<file path="src/hdl/idbc_pkg.sv">
// Shared types and constants for the infusion dose BCD controller.
package idbc_pkg;

	localparam int unsigned DIGIT_W  = 4;
	localparam int unsigned VOLUME_W = 23;
	localparam int unsigned DRAIN_W  = 14;
	localparam int unsigned CAP_W    = 10;
	localparam int unsigned ID_W     = 8;
	localparam int unsigned CODE_W   = 10;
	localparam int unsigned APB_AW   = 3;
	localparam int unsigned APB_DW   = 32;

	typedef logic [DIGIT_W-1:0] digit_t;
	// index 0 is tens, 1 units, 2 tenths, 3 hundredths
	typedef digit_t [3:0] dose_t;

	localparam logic [1:0] CMD_REQUEST = 2'd0;
	localparam logic [1:0] CMD_TICK    = 2'd1;
	localparam logic [1:0] CMD_REFILL  = 2'd2;

	localparam logic [CODE_W-1:0] CODE_INCREASE = 10'd100;
	localparam logic [CODE_W-1:0] CODE_DECREASE = 10'd200;
	localparam logic [CODE_W-1:0] CODE_STOP     = 10'd300;

	localparam logic [1:0] ACK_REJECT   = 2'd0;
	localparam logic [1:0] ACK_INCREASE = 2'd1;
	localparam logic [1:0] ACK_DECREASE = 2'd2;
	localparam logic [1:0] ACK_STOP     = 2'd3;

	localparam logic REG_OWN_ID   = 1'b0;
	localparam logic REG_CAPACITY = 1'b1;

	localparam digit_t               TOP_DIGIT     = 4'd9;
	localparam logic [VOLUME_W-1:0]  UNITS_PER_ML  = 23'd6000;
	localparam logic [VOLUME_W-1:0]  RESET_VOLUME  = 23'd360000;
	localparam logic [ID_W-1:0]      RESET_OWN_ID  = 8'd1;
	localparam logic [CAP_W-1:0]     RESET_CAP_ML  = 10'd60;

	typedef struct packed {
		logic capture;
		logic apply;
		logic load_count;
		logic step;
		logic next_pos;
		logic publish;
	} ctrl_cmd_t;

	typedef struct packed {
		logic change;
		logic count_zero;
		logic pos_zero;
		logic out_free;
	} dp_status_t;

endpackage

</file>
<file path="src/hdl/infusion_dose_bcd_controller.sv">
// Top level of the syringe-pump dose controller: APB registers, controller, datapath.
//
//  channel  | handshake                         | payload
//  ---------+-----------------------------------+----------------------------------------
//  config   | psel/penable/pwrite, pready=1     | paddr[2:0], pwdata, prdata
//  request  | in_valid / in_ready               | command, request_code, target_id, step_*
//  result   | out_valid / out_ready             | responded, ack_code, dose_*, remaining,
//           |                                   | empty_res
//
//  A tick, refill, stop or rejected request passes the class state, where it is applied,
//  and the finish state. Increase and decrease go through the count state: one digit
//  step per cycle through the shared BCD stepper, and a move to the next digit place.
//  One request is in work at a time; a result waiting in the output register
//  does not block the next accept, only its own publish.
//  arst_n clears the dose, sets the volume to 360000 and the registers to 1 and 60.
module infusion_dose_bcd_controller (
	input  logic                               clk,
	input  logic                               arst_n,
	input  logic                               psel,
	input  logic                               penable,
	input  logic                               pwrite,
	input  logic [idbc_pkg::APB_AW-1:0]        paddr,
	input  logic [idbc_pkg::APB_DW-1:0]        pwdata,
	output logic [idbc_pkg::APB_DW-1:0]        prdata,
	output logic                               pready,
	input  logic                               in_valid,
	output logic                               in_ready,
	input  logic [1:0]                         command,
	input  logic [idbc_pkg::CODE_W-1:0]        request_code,
	input  logic [idbc_pkg::ID_W-1:0]          target_id,
	input  logic [idbc_pkg::DIGIT_W-1:0]       step_tens,
	input  logic [idbc_pkg::DIGIT_W-1:0]       step_units,
	input  logic [idbc_pkg::DIGIT_W-1:0]       step_tenths,
	input  logic [idbc_pkg::DIGIT_W-1:0]       step_hundredths,
	output logic                               out_valid,
	input  logic                               out_ready,
	output logic                               responded,
	output logic [1:0]                         ack_code,
	output logic [idbc_pkg::DIGIT_W-1:0]       dose_tens,
	output logic [idbc_pkg::DIGIT_W-1:0]       dose_units,
	output logic [idbc_pkg::DIGIT_W-1:0]       dose_tenths,
	output logic [idbc_pkg::DIGIT_W-1:0]       dose_hundredths,
	output logic [idbc_pkg::VOLUME_W-1:0]      remaining,
	output logic                               empty_res
);

	logic [idbc_pkg::ID_W-1:0]  own_id;
	logic [idbc_pkg::CAP_W-1:0] capacity_ml;
	idbc_pkg::ctrl_cmd_t        cmd;
	idbc_pkg::dp_status_t       st;

	idbc_regs u_regs (
		.clk         (clk),
		.arst_n      (arst_n),
		.psel        (psel),
		.penable     (penable),
		.pwrite      (pwrite),
		.paddr       (paddr),
		.pwdata      (pwdata),
		.prdata      (prdata),
		.pready      (pready),
		.own_id      (own_id),
		.capacity_ml (capacity_ml)
	);

	idbc_ctrl u_ctrl (
		.clk      (clk),
		.arst_n   (arst_n),
		.in_valid (in_valid),
		.in_ready (in_ready),
		.st       (st),
		.cmd      (cmd)
	);

	idbc_dp u_dp (
		.clk             (clk),
		.arst_n          (arst_n),
		.cmd             (cmd),
		.st              (st),
		.own_id          (own_id),
		.capacity_ml     (capacity_ml),
		.command         (command),
		.request_code    (request_code),
		.target_id       (target_id),
		.step_tens       (step_tens),
		.step_units      (step_units),
		.step_tenths     (step_tenths),
		.step_hundredths (step_hundredths),
		.out_valid       (out_valid),
		.out_ready       (out_ready),
		.responded       (responded),
		.ack_code        (ack_code),
		.dose_tens       (dose_tens),
		.dose_units      (dose_units),
		.dose_tenths     (dose_tenths),
		.dose_hundredths (dose_hundredths),
		.remaining       (remaining),
		.empty_res       (empty_res)
	);

endmodule

</file>
<file path="src/hdl/idbc_regs.sv">
// APB configuration registers: pump identifier and syringe capacity.
module idbc_regs (
	input  logic                             clk,
	input  logic                             arst_n,
	input  logic                             psel,
	input  logic                             penable,
	input  logic                             pwrite,
	input  logic [idbc_pkg::APB_AW-1:0]      paddr,
	input  logic [idbc_pkg::APB_DW-1:0]      pwdata,
	output logic [idbc_pkg::APB_DW-1:0]      prdata,
	output logic                             pready,
	output logic [idbc_pkg::ID_W-1:0]        own_id,
	output logic [idbc_pkg::CAP_W-1:0]       capacity_ml
);

	logic [idbc_pkg::ID_W-1:0]  own_id_q;
	logic [idbc_pkg::CAP_W-1:0] capacity_q;
	logic                       wr_en;

	assign pready = 1'b1;
	assign wr_en  = psel && penable && pwrite && pready;

	always_ff @(posedge clk or negedge arst_n) begin
		if (!arst_n) begin
			own_id_q   <= idbc_pkg::RESET_OWN_ID;
			capacity_q <= idbc_pkg::RESET_CAP_ML;
		end else if (wr_en) begin
			case (paddr[2])
				idbc_pkg::REG_OWN_ID:   own_id_q   <= pwdata[idbc_pkg::ID_W-1:0];
				idbc_pkg::REG_CAPACITY: capacity_q <= pwdata[idbc_pkg::CAP_W-1:0];
				default: ;
			endcase
		end
	end

	always_comb begin
		case (paddr[2])
			idbc_pkg::REG_OWN_ID:
				prdata = {{(idbc_pkg::APB_DW-idbc_pkg::ID_W){1'b0}}, own_id_q};
			idbc_pkg::REG_CAPACITY:
				prdata = {{(idbc_pkg::APB_DW-idbc_pkg::CAP_W){1'b0}}, capacity_q};
			default:
				prdata = '0;
		endcase
	end

	assign own_id      = own_id_q;
	assign capacity_ml = capacity_q;

endmodule

</file>
<file path="src/hdl/idbc_dp.sv">
// Datapath: request capture, BCD dose stepper, volume drain and result register.
module idbc_dp (
	input  logic                               clk,
	input  logic                               arst_n,
	input  idbc_pkg::ctrl_cmd_t                cmd,
	output idbc_pkg::dp_status_t               st,
	input  logic [idbc_pkg::ID_W-1:0]          own_id,
	input  logic [idbc_pkg::CAP_W-1:0]         capacity_ml,
	input  logic [1:0]                         command,
	input  logic [idbc_pkg::CODE_W-1:0]        request_code,
	input  logic [idbc_pkg::ID_W-1:0]          target_id,
	input  logic [idbc_pkg::DIGIT_W-1:0]       step_tens,
	input  logic [idbc_pkg::DIGIT_W-1:0]       step_units,
	input  logic [idbc_pkg::DIGIT_W-1:0]       step_tenths,
	input  logic [idbc_pkg::DIGIT_W-1:0]       step_hundredths,
	output logic                               out_valid,
	input  logic                               out_ready,
	output logic                               responded,
	output logic [1:0]                         ack_code,
	output logic [idbc_pkg::DIGIT_W-1:0]       dose_tens,
	output logic [idbc_pkg::DIGIT_W-1:0]       dose_units,
	output logic [idbc_pkg::DIGIT_W-1:0]       dose_tenths,
	output logic [idbc_pkg::DIGIT_W-1:0]       dose_hundredths,
	output logic [idbc_pkg::VOLUME_W-1:0]      remaining,
	output logic                               empty_res
);

	// one single-digit step at pos, carry or borrow toward tens
	function automatic idbc_pkg::dose_t step_dose(input idbc_pkg::dose_t d,
		input logic [1:0] pos, input logic up);
		idbc_pkg::dose_t r;
		logic            carry;
		r     = d;
		carry = 1'b1;
		for (int i = 3; i >= 2; i--) begin
			if (carry && (2'(i) <= pos)) begin
				if (up) begin
					if (r[i] < idbc_pkg::TOP_DIGIT) begin
						r[i]  = r[i] + 4'd1;
						carry = 1'b0;
					end else begin
						r[i] = '0;
					end
				end else begin
					if (r[i] != '0) begin
						r[i]  = r[i] - 4'd1;
						carry = 1'b0;
					end else begin
						r[i] = idbc_pkg::TOP_DIGIT;
					end
				end
			end
		end
		if (carry && pos != 2'd0) begin
			if (up) begin
				if (r[1] < idbc_pkg::TOP_DIGIT) begin
					r[1] = r[1] + 4'd1;
				end else if (r[0] < idbc_pkg::TOP_DIGIT) begin
					r[0] = r[0] + 4'd1;
					r[1] = '0;
				end
			end else begin
				if (r[1] != '0) begin
					r[1] = r[1] - 4'd1;
				end else if (r[0] != '0) begin
					r[0] = r[0] - 4'd1;
					r[1] = idbc_pkg::TOP_DIGIT;
				end
			end
			carry = 1'b0;
		end
		if (carry) begin
			if (up) begin
				if (r[0] < idbc_pkg::TOP_DIGIT) r[0] = r[0] + 4'd1;
			end else begin
				if (r[0] != '0) r[0] = r[0] - 4'd1;
			end
		end
		return r;
	endfunction

	logic [1:0]                      cmd_q;
	logic [idbc_pkg::CODE_W-1:0]     code_q;
	logic [idbc_pkg::ID_W-1:0]       target_q;
	idbc_pkg::dose_t                 steps_q;
	idbc_pkg::dose_t                 dose_q;
	logic [idbc_pkg::VOLUME_W-1:0]   vol_q;
	logic                            empty_q;
	logic [idbc_pkg::DIGIT_W-1:0]    count_q;
	logic [1:0]                      pos_q;
	logic                            out_valid_q;

	logic                            ours;
	logic                            is_up;
	logic [idbc_pkg::DRAIN_W-1:0]    drain;
	logic [idbc_pkg::VOLUME_W-1:0]   full_vol;
	logic [1:0]                      ack_d;
	logic [1:0]                      pos_dec;

	assign ours  = (cmd_q == idbc_pkg::CMD_REQUEST) && (target_q == own_id);
	assign is_up = (code_q == idbc_pkg::CODE_INCREASE);

	assign drain = idbc_pkg::DRAIN_W'(dose_q[0]) * 14'd1000
		+ idbc_pkg::DRAIN_W'(dose_q[1]) * 14'd100
		+ idbc_pkg::DRAIN_W'(dose_q[2]) * 14'd10
		+ idbc_pkg::DRAIN_W'(dose_q[3]);
	assign full_vol = idbc_pkg::VOLUME_W'(capacity_ml) * idbc_pkg::UNITS_PER_ML;
	assign pos_dec  = pos_q - 2'd1;

	always_comb begin
		ack_d = idbc_pkg::ACK_REJECT;
		if (ours) begin
			case (code_q)
				idbc_pkg::CODE_INCREASE: ack_d = idbc_pkg::ACK_INCREASE;
				idbc_pkg::CODE_DECREASE: ack_d = idbc_pkg::ACK_DECREASE;
				idbc_pkg::CODE_STOP:     ack_d = idbc_pkg::ACK_STOP;
				default:                 ack_d = idbc_pkg::ACK_REJECT;
			endcase
		end
	end

	assign st.change     = ours && (is_up || code_q == idbc_pkg::CODE_DECREASE);
	assign st.count_zero = (count_q == '0);
	assign st.pos_zero   = (pos_q == 2'd0);
	assign st.out_free   = !out_valid_q || out_ready;

	always_ff @(posedge clk) begin
		if (cmd.capture) begin
			cmd_q      <= command;
			code_q     <= request_code;
			target_q   <= target_id;
			steps_q[0] <= step_tens;
			steps_q[1] <= step_units;
			steps_q[2] <= step_tenths;
			steps_q[3] <= step_hundredths;
		end
	end

	always_ff @(posedge clk or negedge arst_n) begin
		if (!arst_n) begin
			dose_q  <= '0;
			vol_q   <= idbc_pkg::RESET_VOLUME;
			empty_q <= 1'b0;
			count_q <= '0;
			pos_q   <= 2'd3;
		end else begin
			if (cmd.capture) pos_q <= 2'd3;
			if (cmd.load_count) count_q <= steps_q[pos_q];
			if (cmd.next_pos) begin
				pos_q   <= pos_dec;
				count_q <= steps_q[pos_dec];
			end
			if (cmd.step) begin
				dose_q  <= step_dose(dose_q, pos_q, is_up);
				count_q <= count_q - 4'd1;
			end
			if (cmd.apply) begin
				case (cmd_q)
					idbc_pkg::CMD_REQUEST: begin
						if (ours && code_q == idbc_pkg::CODE_STOP) dose_q <= '0;
					end
					idbc_pkg::CMD_TICK: begin
						if (!empty_q) begin
							if (idbc_pkg::VOLUME_W'(drain) >= vol_q) begin
								vol_q   <= '0;
								empty_q <= 1'b1;
							end else begin
								vol_q <= vol_q - idbc_pkg::VOLUME_W'(drain);
							end
						end
					end
					idbc_pkg::CMD_REFILL: begin
						vol_q   <= full_vol;
						empty_q <= 1'b0;
					end
					default: ;
				endcase
			end
		end
	end

	always_ff @(posedge clk or negedge arst_n) begin
		if (!arst_n) begin
			out_valid_q <= 1'b0;
		end else if (cmd.publish) begin
			out_valid_q <= 1'b1;
		end else if (out_ready) begin
			out_valid_q <= 1'b0;
		end
	end

	always_ff @(posedge clk) begin
		if (cmd.publish) begin
			responded       <= ours;
			ack_code        <= ack_d;
			dose_tens       <= dose_q[0];
			dose_units      <= dose_q[1];
			dose_tenths     <= dose_q[2];
			dose_hundredths <= dose_q[3];
			remaining       <= vol_q;
			empty_res       <= empty_q;
		end
	end

	assign out_valid = out_valid_q;

	a_empty_means_zero: assert property (@(posedge clk) disable iff (!arst_n)
		empty_q |-> (vol_q == '0))
		else $error("empty flag set with volume left");

	a_digits_decimal: assert property (@(posedge clk) disable iff (!arst_n)
		(dose_q[0] <= idbc_pkg::TOP_DIGIT) && (dose_q[1] <= idbc_pkg::TOP_DIGIT)
		&& (dose_q[2] <= idbc_pkg::TOP_DIGIT) && (dose_q[3] <= idbc_pkg::TOP_DIGIT))
		else $error("dose digit above nine");

	a_valid_from_publish: assert property (@(posedge clk) disable iff (!arst_n)
		$rose(out_valid_q) |-> $past(cmd.publish))
		else $error("result valid without publish");

endmodule

</file>
<file path="src/hdl/idbc_ctrl.sv">
// Controller: sequences capture, digit steps, state update and result publish.
module idbc_ctrl (
	input  logic                  clk,
	input  logic                  arst_n,
	input  logic                  in_valid,
	output logic                  in_ready,
	input  idbc_pkg::dp_status_t  st,
	output idbc_pkg::ctrl_cmd_t   cmd
);

	typedef enum logic [3:0] {
		ST_IDLE   = 4'b0001,
		ST_CLASS  = 4'b0010,
		ST_COUNT  = 4'b0100,
		ST_FINISH = 4'b1000
	} state_t;

	state_t state_q, state_d;

	assign in_ready = (state_q == ST_IDLE);

	always_comb begin
		state_d = state_q;
		cmd     = '0;
		case (state_q)
			ST_IDLE: begin
				if (in_valid) begin
					cmd.capture = 1'b1;
					state_d     = ST_CLASS;
				end
			end
			ST_CLASS: begin
				if (st.change) begin
					cmd.load_count = 1'b1;
					state_d        = ST_COUNT;
				end else begin
					cmd.apply = 1'b1;
					state_d   = ST_FINISH;
				end
			end
			ST_COUNT: begin
				if (!st.count_zero) begin
					cmd.step = 1'b1;
				end else if (!st.pos_zero) begin
					cmd.next_pos = 1'b1;
				end else begin
					state_d = ST_FINISH;
				end
			end
			ST_FINISH: begin
				if (st.out_free) begin
					cmd.publish = 1'b1;
					state_d     = ST_IDLE;
				end
			end
			default: state_d = ST_IDLE;
		endcase
	end

	always_ff @(posedge clk or negedge arst_n) begin
		if (!arst_n) begin
			state_q <= ST_IDLE;
		end else begin
			state_q <= state_d;
		end
	end

	a_publish_slot_free: assert property (@(posedge clk) disable iff (!arst_n)
		cmd.publish |-> st.out_free)
		else $error("publish into occupied result register");

	a_step_has_count: assert property (@(posedge clk) disable iff (!arst_n)
		cmd.step |-> !st.count_zero)
		else $error("digit step with zero count");

	a_one_request_at_a_time: assert property (@(posedge clk) disable iff (!arst_n)
		cmd.capture |=> !in_ready)
		else $error("request taken while another is in work");

endmodule

</file>
<file path="config.mk">
export PLATFORM = sky130hd
export DESIGN_NAME = infusion_dose_bcd_controller
export DESIGN_NICKNAME = d
export VERILOG_FILES = /design/src/hdl/idbc_pkg.sv /design/src/hdl/infusion_dose_bcd_controller.sv /design/src/hdl/idbc_regs.sv /design/src/hdl/idbc_dp.sv /design/src/hdl/idbc_ctrl.sv
export SDC_FILE = /design/constraint.sdc
export NUM_CORES = 1
export LEC_CHECK = 0
export ABC_CLOCK_PERIOD_IN_PS = 11500
export BUFFER_PORTS_ARGS = -buffer_cell sky130_fd_sc_hd__buf_2
export CORE_AREA = 2 2 164 166
export DETAILED_ROUTE_END_ITERATION = 12
export DIE_AREA = 0 0 166 168
export HOLD_SLACK_MARGIN = 0.15
export SYNTH_ARGS = -nofsm -noshare
export SYNTH_HDL_FRONTEND = slang
export SYNTH_SLANG_ARGS = --single-unit
</file>
<file path="constraint.sdc">
create_clock -name clk -period 11.5 [get_ports clk]
set_clock_uncertainty 0.2 [all_clocks]
set_input_delay 2.875 -clock clk [delete_from_list [all_inputs] [get_ports clk]]
set_output_delay 2.875 -clock clk [all_outputs]
set_load 0.005 [all_outputs]
</file>
==> summary.txt <==
Logic synthesis
  – Largest family of logic cells by synthesized area: adder cells
  – Async SR Flop Fraction: 46.62%
  – Cells after synthesis: roughly 1,100
  – Simple-gate share of the synthesized area: 10.96%
  – Post-synthesis xor/xnor area fraction: 3.907%
  – Syn_area_per_cell: 10.51 um^2
  – Primary FF master, synth: edfxtp_1
  – Synth Area in Adders: between 20% and 30%
  – Sequential-to-total area share from yosys stat: between 30% and 40%
  – Mux cell area share after synthesis: between 4 and 5%
  – Synthesis Warnings: 0
  – Synth Area in Compound Gates: between 10% and 20%
  – Leading area contributor after synthesis: edfxtp_1
  – Top-count cell post-synth: ha_1
  – Mapped Area: ~12,000 um^2
  – Post-synthesis register bit count: ~150
  – EDFF count, synth: roughly 80
  – Most frequent cells after synthesis: 142 x ha_1, 138 x inv_1, 79 x edfxtp_1, 74 x a21oi_1, 58 x nand2_1
  – Distinct cells, synth: 80
  – Largest cells by area after synthesis: edfxtp_1 20%, ha_1 15%, dfrtp_1 11%, fa_1 9.6%, inv_1 4.4%
  – Yosys top cell area share: around a fifth

Placement
  – DP HPWL: ~19,000 um
  – Port bufs: between 100 and 150
  – Placed Area: 12,490 um^2
  – Gpl congestion: ~0.84
  – Post-placement cell count: ~1,500

Drt
  – Number of vias per cell: 5.382
  – Routed WL: ~25,000 um
  – Drt wl/cell: 16.08 um
  – DRT antenna net count: 0
  – Drt pass-1 iters: 5
  – Vias: 8,450
  – Remaining DRCs: 0
  – Iteration-0 DRC Markers: around 440

Global routing
  – Vias in the first global route: between 8,000 and 9,000
  – Largest net degree at the start of global routing: 68
  – GRT overflow: 0
  – Total global-route track usage: approximately a fifth
  – Initial antenna violation count: 0
  – First-pass GRT wire length: roughly 42,000 um

Layout
  – Final core occ: 49.66%
  – Cell area after layout: 13,090 um^2
  – Antenna cells: 0
  – Layout Cells excl Fill: between 1,500 and 2,000
  – Fraction of final layout cells sized beyond drive strength 1: 17.58%
  – Final nets: between 1,000 and 1,500
  – Synthesis-to-finish area growth: 12.26%

Clocking
  – Worst-path clk slew: approximately 0.080 ns
  – CTS resizes: 0
  – Hold_buf cts: 0
  – Clock buffer depth: 2
  – Number of buffers created by CTS: 17
  – Post-CTS Setup Inserts: 0
  – H-tree depth: 4
  – CTS tree: done
  – CTS sink count: between 100 and 150
  – Clk Latency, worst-skew pair: ~0.43 ns
  – CTS Root Cell: clkbuf_16

Floorplan
  – Starting Density: approximately 44%
  – I/O pin cnt: 156
  – Die area: between 20,000 and 30,000 um^2
  – Die height: around 170 um
  – Die X: 166 um
  – Core footprint: roughly 26,000 um^2
  – # rows: 60

Setup path
  – Critical path data arrival time: ~8.0 ns
  – CP Max Fanout: 11
  – R2R depth: 23
  – Critical path startpoint category: flop
  – Critical path cell sequence: clkinv_1, ha_1, fa_1, fa_1, a21oi_1, nor2_1, nor2_1, xnor2_1, ha_1, ha_1, ha_1, nand2_1, o21ai_0, xnor2_1, ha_1, inv_1, or3_4, or4_4, o21a_4, a311oi_4, or2_1, nor4_1, a211o_1
  – Reg2reg setup slack: about 3.6 ns
  – Crit path capture: u_dp.vol_q[21]$_DFFE_PN0P_
  – Worst Setup SP: u_dp.dose_q[2]$_DFF_PN0_
  – Crit Reg-Reg Startpoint: u_dp.dose_q[2]$_DFF_PN0_
  – Slowest CP cell: dfrtp_1
  – Reg-to-Reg End: u_dp.vol_q[21]$_DFFE_PN0P_
  – Worst Setup End Kind: flop
  – Worst stage delay on the critical path: between 0.6 and 0.7 ns
  – Kind of critical path: flop to flop
  – Most frequent CP cell: ha_1
  – Critical path required time: about 12 ns

Worst hold path
  – Min-Delay Path Class: flop to flop

Timing
  – Final setup violation count: 0
  – Final Hold Fails: 0
  – Final TNS setup: 0 ns
  – Slew headroom: a little over a third
  – RSZ-0062 raised after global routing: no
  – Max Freq: 0.1267 GHz
  – Max Slew Vio Count: 0
  – Final period util: around 69%
  – Worst-Margin Slew: slightly below 1 ns
  – Minimum clock period: 7.892 ns

Pwr
  – Leakage: ~5.9 nW
  – Peak VDD IR: ~300 uV
  – PD cells: between 200 and 300 nW/um^2

Outcome
  – Status: complete, no violations

Run
  – Max-cap violations: 0
## flip-flops by register name, indices dropped and copies added, names as in the netlist, 2 cells and up
name                  flops
u_regs.capacity_ml       10
u_ctrl.state_q            4
u_dp.ack_code             2
u_dp.target_q             8
u_dp.dose_units           4
u_dp.cmd_q                2
u_regs.own_id             8
u_dp.dose_tens            4
u_dp.code_q              10
u_dp.dose_tenths          4
u_dp.remaining           23
u_dp.dose_q              16
u_dp.dose_hundredths      4
u_dp.pos_q                2
u_dp.vol_q               23
u_dp.steps_q             16
u_dp.count_q              4
## worst min-delay path by stage
stage	slack (ns)	from	cells past startpoint	end
final	0.29	u_dp.vol_q[19]$_DFFE_PN0P_	0	u_dp.remaining[19]$_DFFE_PP_
after global routing	0.30	u_dp.vol_q[16]$_DFFE_PN1P_	1	u_dp.vol_q[16]$_DFFE_PN1P_
after CTS	0.29	u_dp.vol_q[19]$_DFFE_PN0P_	0	u_dp.remaining[19]$_DFFE_PP_
after detailed placement	0.28	u_dp.vol_q[19]$_DFFE_PN0P_	0	u_dp.remaining[19]$_DFFE_PP_
after global placement	0.27	u_dp.vol_q[19]$_DFFE_PN0P_	0	u_dp.remaining[19]$_DFFE_PP_
after floorplan	0.24	u_dp.vol_q[22]$_DFFE_PN0P_	0	u_dp.remaining[22]$_DFFE_PP_
## area by class of cell
class | instances | area [um^2]
fill | 2421 | 13270
sequential | 148 | 4120
timing repair buffer | 115 | 595.6
clock buffer | 18 | 439.2
multi-input combinational | 795 | 6825
inverter | 139 | 521.8
tap | 341 | 426.7
clock inverter | 14 | 156.4
## worst max-delay path: cells and delay by family (launching register included)
kind / cells / cell delay (ns)
adder cells (fa/ha/maj): 7 / 2.69
AND/OR/NAND/NOR: 7 / 1.87
AO/OA/AOI/OAI: 5 / 1.45
flip-flops: 1 / 0.68
buffers and inverters: 2 / 0.56
XOR/XNOR: 2 / 0.31
## routing by layer
metal  track usage (%)  routed length, um  vias to the layer above
li1                  -                  -                     4137
met1             28.15              12820                     4079
met2             28.54              11010                      218
met3             2.985               1198                       16
met4             4.537                217                        0
met5                 0                  0                        -
## stage by stage
step	worst slack (ns)	hold WS [ns]	power, mW
2_1_floorplan	4.818	0.2396	2.468
3_3_place_gp	3.701	0.2714	2.919
3_5_place_dp	3.660	0.2759	2.949
4_1_cts	3.631	0.2928	3.557
5_1_grt	3.157	0.3034	3.891
6_report	3.608	0.2891	3.549
## layout by cell type (no fill, tap or decap), types with 12 or more instances in the layout
cell / count
a21oi_1: 74
nand2_1: 58
a31oi_1: 12
dfrtp_1: 52
xnor2_1: 39
dfstp_2: 17
clkbuf_16: 17
mux2_2: 28
nand3_1: 16
inv_1: 138
conb_1: 23
xor2_1: 13
nor3_1: 32
nor2_1: 49
o211ai_1: 12
fa_1: 56
o21ai_0: 37
buf_2: 107
ha_1: 142
edfxtp_1: 79
## kinds of logic (layout without fill, tap and decap cells)
group	after synthesis	after routing
xor+xnor	52	52
simple gates	246	246
fa+ha+maj	198	198
buf+inv	187	286
compound gates	237	237
flops	148	148
other cells	2	23
mux	39	39
## power by group
part	switching (mW)	total (mW)	internal, mW	leakage, nW
clock network	0.260	0.575	0.315	0.293
logic	1.22	2.21	0.985	4.07
registers	0.0856	0.764	0.678	1.58
Power figures use the tool's default switching activity.
